===== config.mk =====
export PLATFORM = sky130hd
export DESIGN_NAME = rotated_sprite_blit_top
export DESIGN_NICKNAME = d
export VERILOG_FILES = /design/src/sv/rsblit_pkg.sv /design/src/sv/rotated_sprite_blit_top.sv
export SDC_FILE = /design/constraint.sdc
export NUM_CORES = 1
export LEC_CHECK = 0
export ABC_AREA = 1
export ABC_CLOCK_PERIOD_IN_PS = 8650
export BUFFER_PORTS_ARGS = -buffer_cell sky130_fd_sc_hd__clkbuf_2
export CORE_MARGIN = 4
export CORE_UTILIZATION = 60
export CTS_BUF_LIST = sky130_fd_sc_hd__clkbuf_8
export DETAILED_ROUTE_END_ITERATION = 10
export GPL_TIMING_DRIVEN = 0
export PLACE_DENSITY = 0.82
export SYNTH_ARGS = -nofsm -noshare
export SYNTH_HDL_FRONTEND = slang
export SYNTH_SLANG_ARGS = --single-unit
export TNS_END_PERCENT = 10

===== constraint.sdc =====
create_clock -name clk_i -period 8.65 [get_ports clk_i]
set_input_delay 1.2975 -clock clk_i [delete_from_list [all_inputs] [get_ports clk_i]]
set_output_delay 1.2975 -clock clk_i [all_outputs]
set_load 0.02 [all_outputs]

===== src/sv/rsblit_pkg.sv =====
`default_nettype none
// ----------------------------------------------------------------------------
// rsblit_pkg
// Shared types, constants and helpers of the rotated sprite blitter.
// ----------------------------------------------------------------------------
package rsblit_pkg;

  // Screen and window limits.
  localparam int unsigned SCREEN_WIDTH  = 320;
  localparam int unsigned SCREEN_HEIGHT = 240;
  localparam int unsigned MAX_WINDOW    = 64;

  // Width of the column and row counters.
  localparam int unsigned CNT_W   = $clog2(MAX_WINDOW);
  // Width of a window size register.
  localparam int unsigned SIZE_W  = 7;
  // Width of a signed screen coordinate before clipping.
  localparam int unsigned COORD_W = 14;
  // Configuration port widths.
  localparam int unsigned CFG_IDX_W  = 3;
  localparam int unsigned CFG_DATA_W = 12;

  // Configuration register indexes.
  typedef enum logic [CFG_IDX_W-1:0] {
    CFG_CENTRE_X      = 3'd0,
    CFG_CENTRE_Y      = 3'd1,
    CFG_WINDOW_WIDTH  = 3'd2,
    CFG_WINDOW_HEIGHT = 3'd3,
    CFG_FACING        = 3'd4
  } cfg_idx_e;

  // Sprite orientation.
  typedef enum logic [1:0] {
    FACE_NORTH = 2'd0,
    FACE_WEST  = 2'd1,
    FACE_SOUTH = 2'd2,
    FACE_EAST  = 2'd3
  } facing_e;

  // One texel word on the input channel.
  typedef struct packed {
    logic [7:0] red;
    logic [7:0] green;
    logic [7:0] blue;
    logic       opaque;
  } texel_t;

  // One pixel write word on the output channel.
  typedef struct packed {
    logic [8:0] pixel_x;
    logic [7:0] pixel_y;
    logic [7:0] out_red;
    logic [7:0] out_green;
    logic [7:0] out_blue;
  } pixel_t;

  // A size of zero counts as one; sizes above the limit saturate.
  function automatic logic [SIZE_W-1:0] clamp_size(input logic [SIZE_W-1:0] size);
    logic [SIZE_W-1:0] res;
    res = size;
    if (size == '0) begin
      res = SIZE_W'(1);
    end else if (size > SIZE_W'(MAX_WINDOW)) begin
      res = SIZE_W'(MAX_WINDOW);
    end
    return res;
  endfunction

endpackage
`default_nettype wire


===== src/sv/rotated_sprite_blit_top.sv =====
`default_nettype none
// ----------------------------------------------------------------------------
// rotated_sprite_blit_top
// Sprite blitter with quarter-turn rotation, colour key and screen clipping.
// ----------------------------------------------------------------------------
//  channel  | signals                                  | direction
//  texel    | in_valid_i, in_stall_o, in_texel_i       | in
//  pixel    | out_valid_o, out_stall_i, out_pixel_o    | out
//  config   | cfg_we_i, cfg_index_i, cfg_data_i        | in
//
// One texel word is taken per cycle while in_stall_o is low; it passes the texel register, then the pixel register.
// The texel register holds the word and its window position; the mapping and
// clip logic sits between it and the pixel register.
// Transparent and off-screen texels are dropped at the texel register and
// never stall the input. Reset clears the counters and loads the register
// defaults. A stall on the output backs up into in_stall_o in the same cycle.
module rotated_sprite_blit_top
  import rsblit_pkg::*;
(
  input  wire logic                  clk_i,
  input  wire logic                  rst_ni,
  input  wire logic                  in_valid_i,
  output logic                       in_stall_o,
  input  wire texel_t                in_texel_i,
  output logic                       out_valid_o,
  input  wire logic                  out_stall_i,
  output pixel_t                     out_pixel_o,
  input  wire logic                  cfg_we_i,
  input  wire logic [CFG_IDX_W-1:0]  cfg_index_i,
  input  wire logic [CFG_DATA_W-1:0] cfg_data_i
);

  // Configuration registers.
  logic signed [11:0] centre_x_q;
  logic signed [11:0] centre_y_q;
  logic [SIZE_W-1:0]  width_q;
  logic [SIZE_W-1:0]  height_q;
  facing_e            facing_q;
  logic               cfg_hit;

  // Window position counters.
  logic [CNT_W-1:0]   col_q, col_d;
  logic [CNT_W-1:0]   row_q, row_d;
  logic [SIZE_W-1:0]  win_w, win_h;

  // Texel register.
  logic               s1_valid_q;
  texel_t             s1_texel_q;
  logic [CNT_W-1:0]   s1_col_q, s1_row_q;

  // Mapping and clipping.
  logic               swap;
  logic [SIZE_W-1:0]  half_x, half_y;
  logic [SIZE_W-1:0]  ox, oy;
  logic signed [COORD_W-1:0] left, top, pos_x, pos_y;
  logic               on_screen, s1_hit;

  // Handshake.
  logic               in_accept, out_free, s1_advance;

  // Pixel register.
  logic               out_valid_q;
  pixel_t             out_pixel_q;

  assign win_w = clamp_size(width_q);
  assign win_h = clamp_size(height_q);

  // A write to a listed register is taken; other indexes are ignored.
  always_comb begin
    case (cfg_index_i)
      CFG_CENTRE_X, CFG_CENTRE_Y, CFG_WINDOW_WIDTH,
      CFG_WINDOW_HEIGHT, CFG_FACING: cfg_hit = cfg_we_i;
      default:                       cfg_hit = 1'b0;
    endcase
  end

  // Configuration register file.
  always_ff @(posedge clk_i or negedge rst_ni) begin
    if (!rst_ni) begin
      centre_x_q <= '0;
      centre_y_q <= '0;
      width_q    <= SIZE_W'(1);
      height_q   <= SIZE_W'(1);
      facing_q   <= FACE_NORTH;
    end else if (cfg_we_i) begin
      case (cfg_index_i)
        CFG_CENTRE_X:      centre_x_q <= signed'(cfg_data_i);
        CFG_CENTRE_Y:      centre_y_q <= signed'(cfg_data_i);
        CFG_WINDOW_WIDTH:  width_q    <= cfg_data_i[SIZE_W-1:0];
        CFG_WINDOW_HEIGHT: height_q   <= cfg_data_i[SIZE_W-1:0];
        CFG_FACING:        facing_q   <= facing_e'(cfg_data_i[1:0]);
        default: ;
      endcase
    end
  end

  // Raster counters: an accepted texel steps the column, wrapping into rows, unless a listed register is written.
  always_comb begin
    col_d = col_q;
    row_d = row_q;
    if (cfg_hit) begin
      col_d = '0;
      row_d = '0;
    end else if (in_accept) begin
      if ((SIZE_W'(col_q) + SIZE_W'(1)) >= win_w) begin
        col_d = '0;
        if ((SIZE_W'(row_q) + SIZE_W'(1)) >= win_h) begin
          row_d = '0;
        end else begin
          row_d = row_q + CNT_W'(1);
        end
      end else begin
        col_d = col_q + CNT_W'(1);
      end
    end
  end

  always_ff @(posedge clk_i or negedge rst_ni) begin
    if (!rst_ni) begin
      col_q <= '0;
      row_q <= '0;
    end else begin
      col_q <= col_d;
      row_q <= row_d;
    end
  end

  // The texel register drains whenever its word will not need the pixel register or the pixel register is free.
  assign out_free   = !out_valid_q || !out_stall_i;
  assign s1_advance = !s1_valid_q || !s1_hit || out_free;
  assign in_stall_o = !s1_advance;
  assign in_accept  = in_valid_i && !in_stall_o;

  always_ff @(posedge clk_i or negedge rst_ni) begin
    if (!rst_ni) begin
      s1_valid_q <= 1'b0;
    end else if (s1_advance) begin
      s1_valid_q <= in_valid_i;
    end
  end

  always_ff @(posedge clk_i) begin
    if (in_accept) begin
      s1_texel_q <= in_texel_i;
      s1_col_q   <= col_q;
      s1_row_q   <= row_q;
    end
  end

  // Top-left corner and rotated offset of the registered texel.
  always_comb begin
    swap   = (facing_q == FACE_WEST) || (facing_q == FACE_EAST);
    half_x = swap ? (win_h >> 1) : (win_w >> 1);
    half_y = swap ? (win_w >> 1) : (win_h >> 1);
    left   = COORD_W'(centre_x_q) - signed'(COORD_W'(half_x));
    top    = COORD_W'(centre_y_q) - signed'(COORD_W'(half_y));
    case (facing_q)
      FACE_NORTH: begin
        ox = SIZE_W'(s1_col_q);
        oy = SIZE_W'(s1_row_q);
      end
      FACE_WEST: begin
        ox = SIZE_W'(s1_row_q);
        oy = win_w - SIZE_W'(s1_col_q) - SIZE_W'(1);
      end
      FACE_SOUTH: begin
        ox = win_w - SIZE_W'(s1_col_q) - SIZE_W'(1);
        oy = win_h - SIZE_W'(s1_row_q) - SIZE_W'(1);
      end
      default: begin
        ox = win_h - SIZE_W'(s1_row_q) - SIZE_W'(1);
        oy = SIZE_W'(s1_col_q);
      end
    endcase
    pos_x = left + signed'(COORD_W'(ox));
    pos_y = top + signed'(COORD_W'(oy));
  end

  // Clip against the screen and apply the colour key.
  assign on_screen = !pos_x[COORD_W-1] && !pos_y[COORD_W-1]
                  && (unsigned'(pos_x) < COORD_W'(SCREEN_WIDTH))
                  && (unsigned'(pos_y) < COORD_W'(SCREEN_HEIGHT));
  assign s1_hit    = s1_texel_q.opaque && on_screen;

  // Pixel register.
  always_ff @(posedge clk_i or negedge rst_ni) begin
    if (!rst_ni) begin
      out_valid_q <= 1'b0;
    end else if (out_free) begin
      out_valid_q <= s1_valid_q && s1_hit;
    end
  end

  always_ff @(posedge clk_i) begin
    if (out_free && s1_valid_q && s1_hit) begin
      out_pixel_q.pixel_x   <= pos_x[8:0];
      out_pixel_q.pixel_y   <= pos_y[7:0];
      out_pixel_q.out_red   <= s1_texel_q.red;
      out_pixel_q.out_green <= s1_texel_q.green;
      out_pixel_q.out_blue  <= s1_texel_q.blue;
    end
  end

  assign out_valid_o = out_valid_q;
  assign out_pixel_o = out_pixel_q;

`ifndef SYNTHESIS
  // The counters always lie inside the current window.
  a_col_in_window: assert property (@(posedge clk_i) disable iff (!rst_ni)
    SIZE_W'(col_q) < win_w)
    else $error("column counter outside the window");

  a_row_in_window: assert property (@(posedge clk_i) disable iff (!rst_ni)
    SIZE_W'(row_q) < win_h)
    else $error("row counter outside the window");

  // A write to a listed register restarts the raster.
  a_cfg_clears: assert property (@(posedge clk_i) disable iff (!rst_ni)
    cfg_hit |=> (col_q == '0) && (row_q == '0))
    else $error("counters not cleared by a configuration write");

  // An accepted texel always lands in the texel register.
  a_accept_loads: assert property (@(posedge clk_i) disable iff (!rst_ni)
    in_accept |=> s1_valid_q)
    else $error("accepted texel lost");

  // Only clipped positions reach the output.
  a_out_on_screen: assert property (@(posedge clk_i) disable iff (!rst_ni)
    out_valid_q |-> (32'(out_pixel_q.pixel_x) < SCREEN_WIDTH)
                 && (32'(out_pixel_q.pixel_y) < SCREEN_HEIGHT))
    else $error("pixel write off screen");
`endif

endmodule
`default_nettype wire


==> results of run 1 <==
power groups by stage:
stage | Clock, uW | Combinational [uW] | Sequential, uW
after floorplan | 0 | 1090 | 843
after global placement | 0 | 1380 | 862
after detailed placement | 0 | 1410 | 865
after CTS | 503 | 1420 | 852
after global routing | 535 | 1660 | 861
final | 495 | 1440 | 854
cell usage after synthesis, drive strengths merged (3+ instances only):
cell type and number:
xor2 18, edfxtp 78, ha 55, inv 165
nand2 238, a221oi 3, nand3 59, nor2 55
a21oi 22, o2111ai 3, xnor2 8, nand3b 5
fa 14, clkbuf 13, nand4 10, dfrtp 52
o21ai 70, o211ai 4, o22ai 3
flip-flops by register name, indices dropped and copies added (netlist names), 6 cells and up:
name         count
centre_y_q      12
centre_x_q      12
s1_texel_q      25
row_q            6
col_q            6
height_q         7
s1_row_q         6
out_pixel_o     41
s1_col_q         6
width_q          7
metrics by stage:
stage | instance area (sq um) | power [uW] | instances | setup WS, ns | hold slack [ns]
6_report | 8850 | 2790 | 1185 | 1.82 | 0.421
5_1_grt | 8850 | 3050 | 1185 | 1.47 | 0.429
4_1_cts | 8830 | 2780 | 1184 | 1.91 | 0.424
3_5_place_dp | 8450 | 2280 | 1152 | 2.42 | 0.405
3_3_place_gp | 8420 | 2240 | 1151 | 1.25 | 0.401
2_1_floorplan | 7770 | 1930 | 892 | 2.68 | 0.400
layout make-up:
cell class | instances | area, sq um
well taps | 172 | 215
inverters | 165 | 619
clock buffers | 17 | 234
clock inverters | 15 | 141
multi-input cells | 581 | 3410
plain buffers | 14 | 60.1
fillers | 973 | 3820
flip-flops and latches | 132 | 3700
repair buffers | 89 | 475
cells by family after synthesis:
group / after synthesis
AO/OA/AOI/OAI: 114
flip-flops: 132
buffers and inverters: 179
AND/OR/NAND/NOR: 372
XOR/XNOR: 26
adder cells (fa/ha/maj): 69
final timing paths:
check | from | endpoint | slack, ns | cells past startpoint
max in group asynchronous | rst_ni | width_q[0] | 7.20 | 2
worst min register to register | s1_texel_q[7] | out_pixel_o[6] | 0.42 | 0
worst max-delay path | height_q[5] | in_stall_o | 1.82 | 27
worst max register to register | height_q[5] | s1_texel_q[0] | 2.75 | 28
worst min-delay path | s1_texel_q[7] | out_pixel_o[6] | 0.42 | 0
min in group asynchronous | rst_ni | height_q[2] | 0.81 | 1
metal layers:
layer	share of wire, %	vias up
li1	-	3111
met1	46	2939
met2	45	243
met3	7.2	31
met4	2.1	0
met5	0	-
==> out/results.tsv, run 1 <==
metric	value	unit
outcome	finished clean	
switchingPower	1260	uW
drive_above_1_share	13.8	%
synth_top_area_share	30.1	%
numCtsBuffers	17	
core_area	12700	sq um
critPathArrivalTime	5.53	ns
synth_simple_gate_area_share	20.1	%
synth_cells	892	
setup_viol	0	
io_buffer_count	87	
routabilityCongestion	0.970	
io_pins	88	
vdd_drop_max	0.170	mV
htreeDepth	4	
postRouteAntennaNets	0	
met1_usage	35.9	%
synth_top_family_by_area	simple AND/OR/NAND/NOR gates	
ys_top_cells_by_area	edfxtp_1 30%, dfrtp_1 17%, nand2_1 11%	
via_per_inst	5.34	
drt_iter0_drc	538	
crit_buf_inv	6	
diodes	0	
yosys_warnings	0	
cpPeakStageDelay	0.50	ns
grt_busiest_layer	met2	
mostFrequentLayoutCells	233 x nand2_1, 163 x inv_1, 86 x clkbuf_2, 78 x edfxtp_1, 69 x o21ai_0	
dr.pass1.iters	5	
path_clk_slew	0.09	ns
pwr-share-clk	17.8	%
area_growth	13.8	%
rsz0062_at_grt	false	
grt_usage	25.1	%
final_common_cell	nand2_1	
ys_seq_area_share	47.5	%
maxCapViolCount	0	
grt_max_degree	55	
die_y	122	um
syn_area	7770	sq um
clk_latency	0.47	ns
cts_setup_buffers	0	
tightest_slew	0.782	ns
grt_use_met2	38.4	%
synth_mux_area_share	0	%
antenna_found_initial	0	
synth.net_count	1006	
grt_pass1_vias	6014	
place.detailed.hpwl	13700	um
layout_min_cycle_time	6.83	ns
clock_skew	0.0171	ns
cts_hold_buf	0	
post_cts_resized	0	
yosysTopAreaCell	edfxtp_1	
syn_area_per_cell	8.71	sq um
routed_wl	17600	um
clockBufferDepth	2	
power_frac_comb	51.6	%
chipWidth	122	um
pwr-share-seq	30.7	%
crit_fanout	4	
synth_compound_area_share	8.21	%
maxSlewHeadroom	47.8	%
power.density	315	nW/um^2
cell_internal_pwr	1530	uW
leakage	0.00449	uW
maxSlewViolCount	0	
initial_core_util	61.4	%
vias	6324	
grt_overflow_total	0	
fin_util	69.8	%
synthArstFlopShare	40.9	%
critical-path-top-delay-family	adder cells	
synth-main-ff-cell	edfxtp_1	
cp_slowest_cell	fa_1	
yosysUniqueCellTypes	37	
wl_per_cell	14.8	um
crit_required	7.35	ns
synth-xor-area-share	2.93	%
synth_edf_count	78	
rows	41	
clock.fmax	146	MHz
drcViolationCount	0	
cts_tree	built	
finalHoldViolCount	0	
dieArea	14800	sq um
fin_crit_sh	79.0	%
nNetsFinal	1114	
crit_path_start_kind	flip-flop	
synth-seq-cells	132	
min_path_type	flip-flop to flip-flop	
grtUsageMet3	5.29	%
grt_pass1_wl	28700	um
cts.sink_count	132	
swShare	45.2	%
setup_tns	0	ns
synthAdderAreaFrac	12.5	%
cts_root_buf	clkbuf_8	
critPathCaptureType	output port	
path_class	flip-flop to output port	
No activity file was read; power rests on OpenSTA's default activity.
==> run 2: changes to the inputs <==
ABC_AREA = 0   (was 1)
ABC_CLOCK_PERIOD_IN_PS = 6900   (was 8650)
clock period = 6.9 ns   (was 8.65 ns; I/O delays follow)
==> run 2 against run 1 <==
Combinational power up 31%. Clock skew down 0.0041 ns. Sequential power up 25%. Cell area up 0.21%. Critical path depth down 5. Area after synthesis down 1.9%. Via count down 8.9%. Critical path type unchanged. Critical endpoint unchanged. Highest routed layer unchanged.
==> out/results.tsv, run 2 <==
metric	value	unit
crit_path_start_kind	flip-flop	
critPathCaptureType	output port	
clock_skew	0.0129	ns
drt_iter0_drc	378	
clockBufferDepth	2	
largest_reg_flops	41	
synth_cells	707	
placed_area	8330	sq um
place.detailed.hpwl	13200	um
dp_slack	0.419	ns
final_common_cell	clkbuf_2	
grt_usage	25.3	%
io_pins	88	
crit_required	5.86	ns
routed_wl	17500	um
ys_top_cells_by_area	edfxtp_1 31%, dfrtp_1 17%, ha_1 9.0%	
yosysUniqueCellTypes	65	
fin_util	72.6	%
final_cells	999	
crit_fanout	5	
cts_hold_buf	0	
grt_overflow_total	0	
place_inst	964	
antenna_found_initial	0	
grt_pass1_vias	5813	
rows	40	
synthArstFlopShare	40.9	%
cpPeakStageDelay	0.52	ns
via_per_inst	5.77	
finalHoldViolCount	0	
area_growth	16.2	%
synth-main-ff-cell	edfxtp_1	
maxSlewHeadroom	29.9	%
cp_slowest_cell	or4_4	
nNetsFinal	932	
tightest_slew	1.05	ns
die_y	121	um
synth.most_common_cell	nand2_1	
drcViolationCount	0	
synth-seq-cells	132	
cts_root_buf	clkbuf_8	
io_buffer_count	87	
fin_crit_sh	95.9	%
critPathArrivalTime	5.58	ns
dr.pass1.iters	5	
maxSlewViolCount	0	
layout_min_cycle_time	6.61	ns
syn_area	7630	sq um
reg2reg_from	width_q[1]	
routabilityCongestion	0.961	
htreeDepth	4	
rr_endpoint	s1_texel_q[7]	
grt_max_degree	55	
fin_ws	0.285	ns
drive_above_1_share	21.7	%
numCtsBuffers	17	
startpoint	width_q[1]	
outcome	finished clean	
power.density	411	nW/um^2
vias	5764	
leakage	0.00393	uW
initial_core_util	62.5	%
synthTopCellsByCount	79 x nand2_1, 78 x edfxtp_1, 70 x inv_1	
dieArea	14600	sq um
syn_area_per_cell	10.8	sq um
vdd_drop_max	0.212	mV
synth_edf_count	78	
cts.sink_count	132	
design_area	8870	sq um
setup_viol	0	
core_area	12200	sq um
chipWidth	121	um
path_clk_slew	0.07	ns
r2r_slack	0.82	ns
cts_tree	built	
maxCapViolCount	0	
critical_path.cell_chain	nor3_1 -> a21oi_1 -> nor2_2 -> ha_2 -> inv_1 -> fa_1 -> o21bai_1 -> a21oi_1 -> xnor2_1 -> o211ai_1 -> o21ai_0 -> fa_1 -> inv_1 -> ha_4 -> a21o_1 -> a21oi_2 -> a21oi_2 -> or4_4 -> a22oi_2 -> nand4_4 -> a2111oi_4 -> buf_4	
diodes	0	
mostFrequentLayoutCells	85 x clkbuf_2, 78 x nand2_1, 78 x edfxtp_1, 70 x inv_1, 53 x ha_1	
yosysTopAreaCell	edfxtp_1	
min_path_type	flip-flop to flip-flop	
synth.net_count	821	
wl_per_cell	17.6	um
ff2ff_path_depth	24	
ys_seq_area_share	48.4	%
cp-endpoint	in_stall_o	
yosys_warnings	0	
clock.fmax	151	MHz
synth_top_area_share	30.7	%
path_class	flip-flop to output port	
postRouteAntennaNets	0	
setup_tns	0	ns
clk_latency	0.46	ns
grt_pass1_wl	28600	um
run 2: layout make-up:
class                      instances  area [sq um]
clock buffer                      19           262
multi-input combinational        484          3670
clock inverter                    13           156
sequential                       132          3700
inverter                          70           263
timing repair buffer              92           520
fill                             901          3350
buffer                            21          91.3
tap                              168           210
run 2: how the worst min path moves through the flow:
stage                     slack, ns              end           start  cells past startpoint
after floorplan                0.40   out_pixel_o[0]   s1_texel_q[1]                      0
after global placement         0.40  out_pixel_o[23]  s1_texel_q[24]                      0
after detailed placement       0.40   out_pixel_o[1]   s1_texel_q[2]                      0
after CTS                      0.41   out_pixel_o[4]   s1_texel_q[5]                      0
after global routing           0.42   out_pixel_o[4]   s1_texel_q[5]                      0
final                          0.42   out_pixel_o[4]   s1_texel_q[5]                      0
run 2: critical path, delay by kind of cell, from the launching register on:
kind / cells / cell delay (ns)
compound gates: 10 / 1.78
xor+xnor: 1 / 0.16
fa+ha+maj: 4 / 1.38
buf+inv: 3 / 0.31
flops: 1 / 0.40
simple gates: 4 / 1.07
run 2: per-stage QoR:
stage	total power, uW	hold WS, ns
final	3640	0.417
after CTS	3570	0.414
after detailed placement	2870	0.405
after global routing	3920	0.425
after global placement	2780	0.401
after floorplan	2460	0.400
run 2: kinds of logic after synthesis:
family	synth area share, %
AO/OA/AOI/OAI	12.5
XOR/XNOR	3.67
adder cells (fa/ha/maj)	12.8
buffers and inverters	4.64
flip-flops	48.4
multiplexers	6.18
AND/OR/NAND/NOR	11.7
run 2: timing repair:
| action | in CTS | in global routing |
|---|---|---|
| endpoints found under the setup margin | 1 | 1 |
| pin swaps | 0 | 2 |
| setup buffers | 0 | 2 |
| gates resized for setup | 3 | 18 |
run 2: where the power goes:
| group | switching (uW) | internal, uW |
|---|---|---|
| Sequential | 70.7 | 998 |
| Combinational | 1100 | 790 |
| Clock | 307 | 375 |
run 2: metal layers:
layer  vias to the layer above  GRT usage (%)  routed length, um
met4                         0           7.72                293
met3                        35           6.78               1290
met5                         -              0                  0
met1                      2772           33.8               7660
met2                       231           40.7               8300
li1                       2726              -                  -
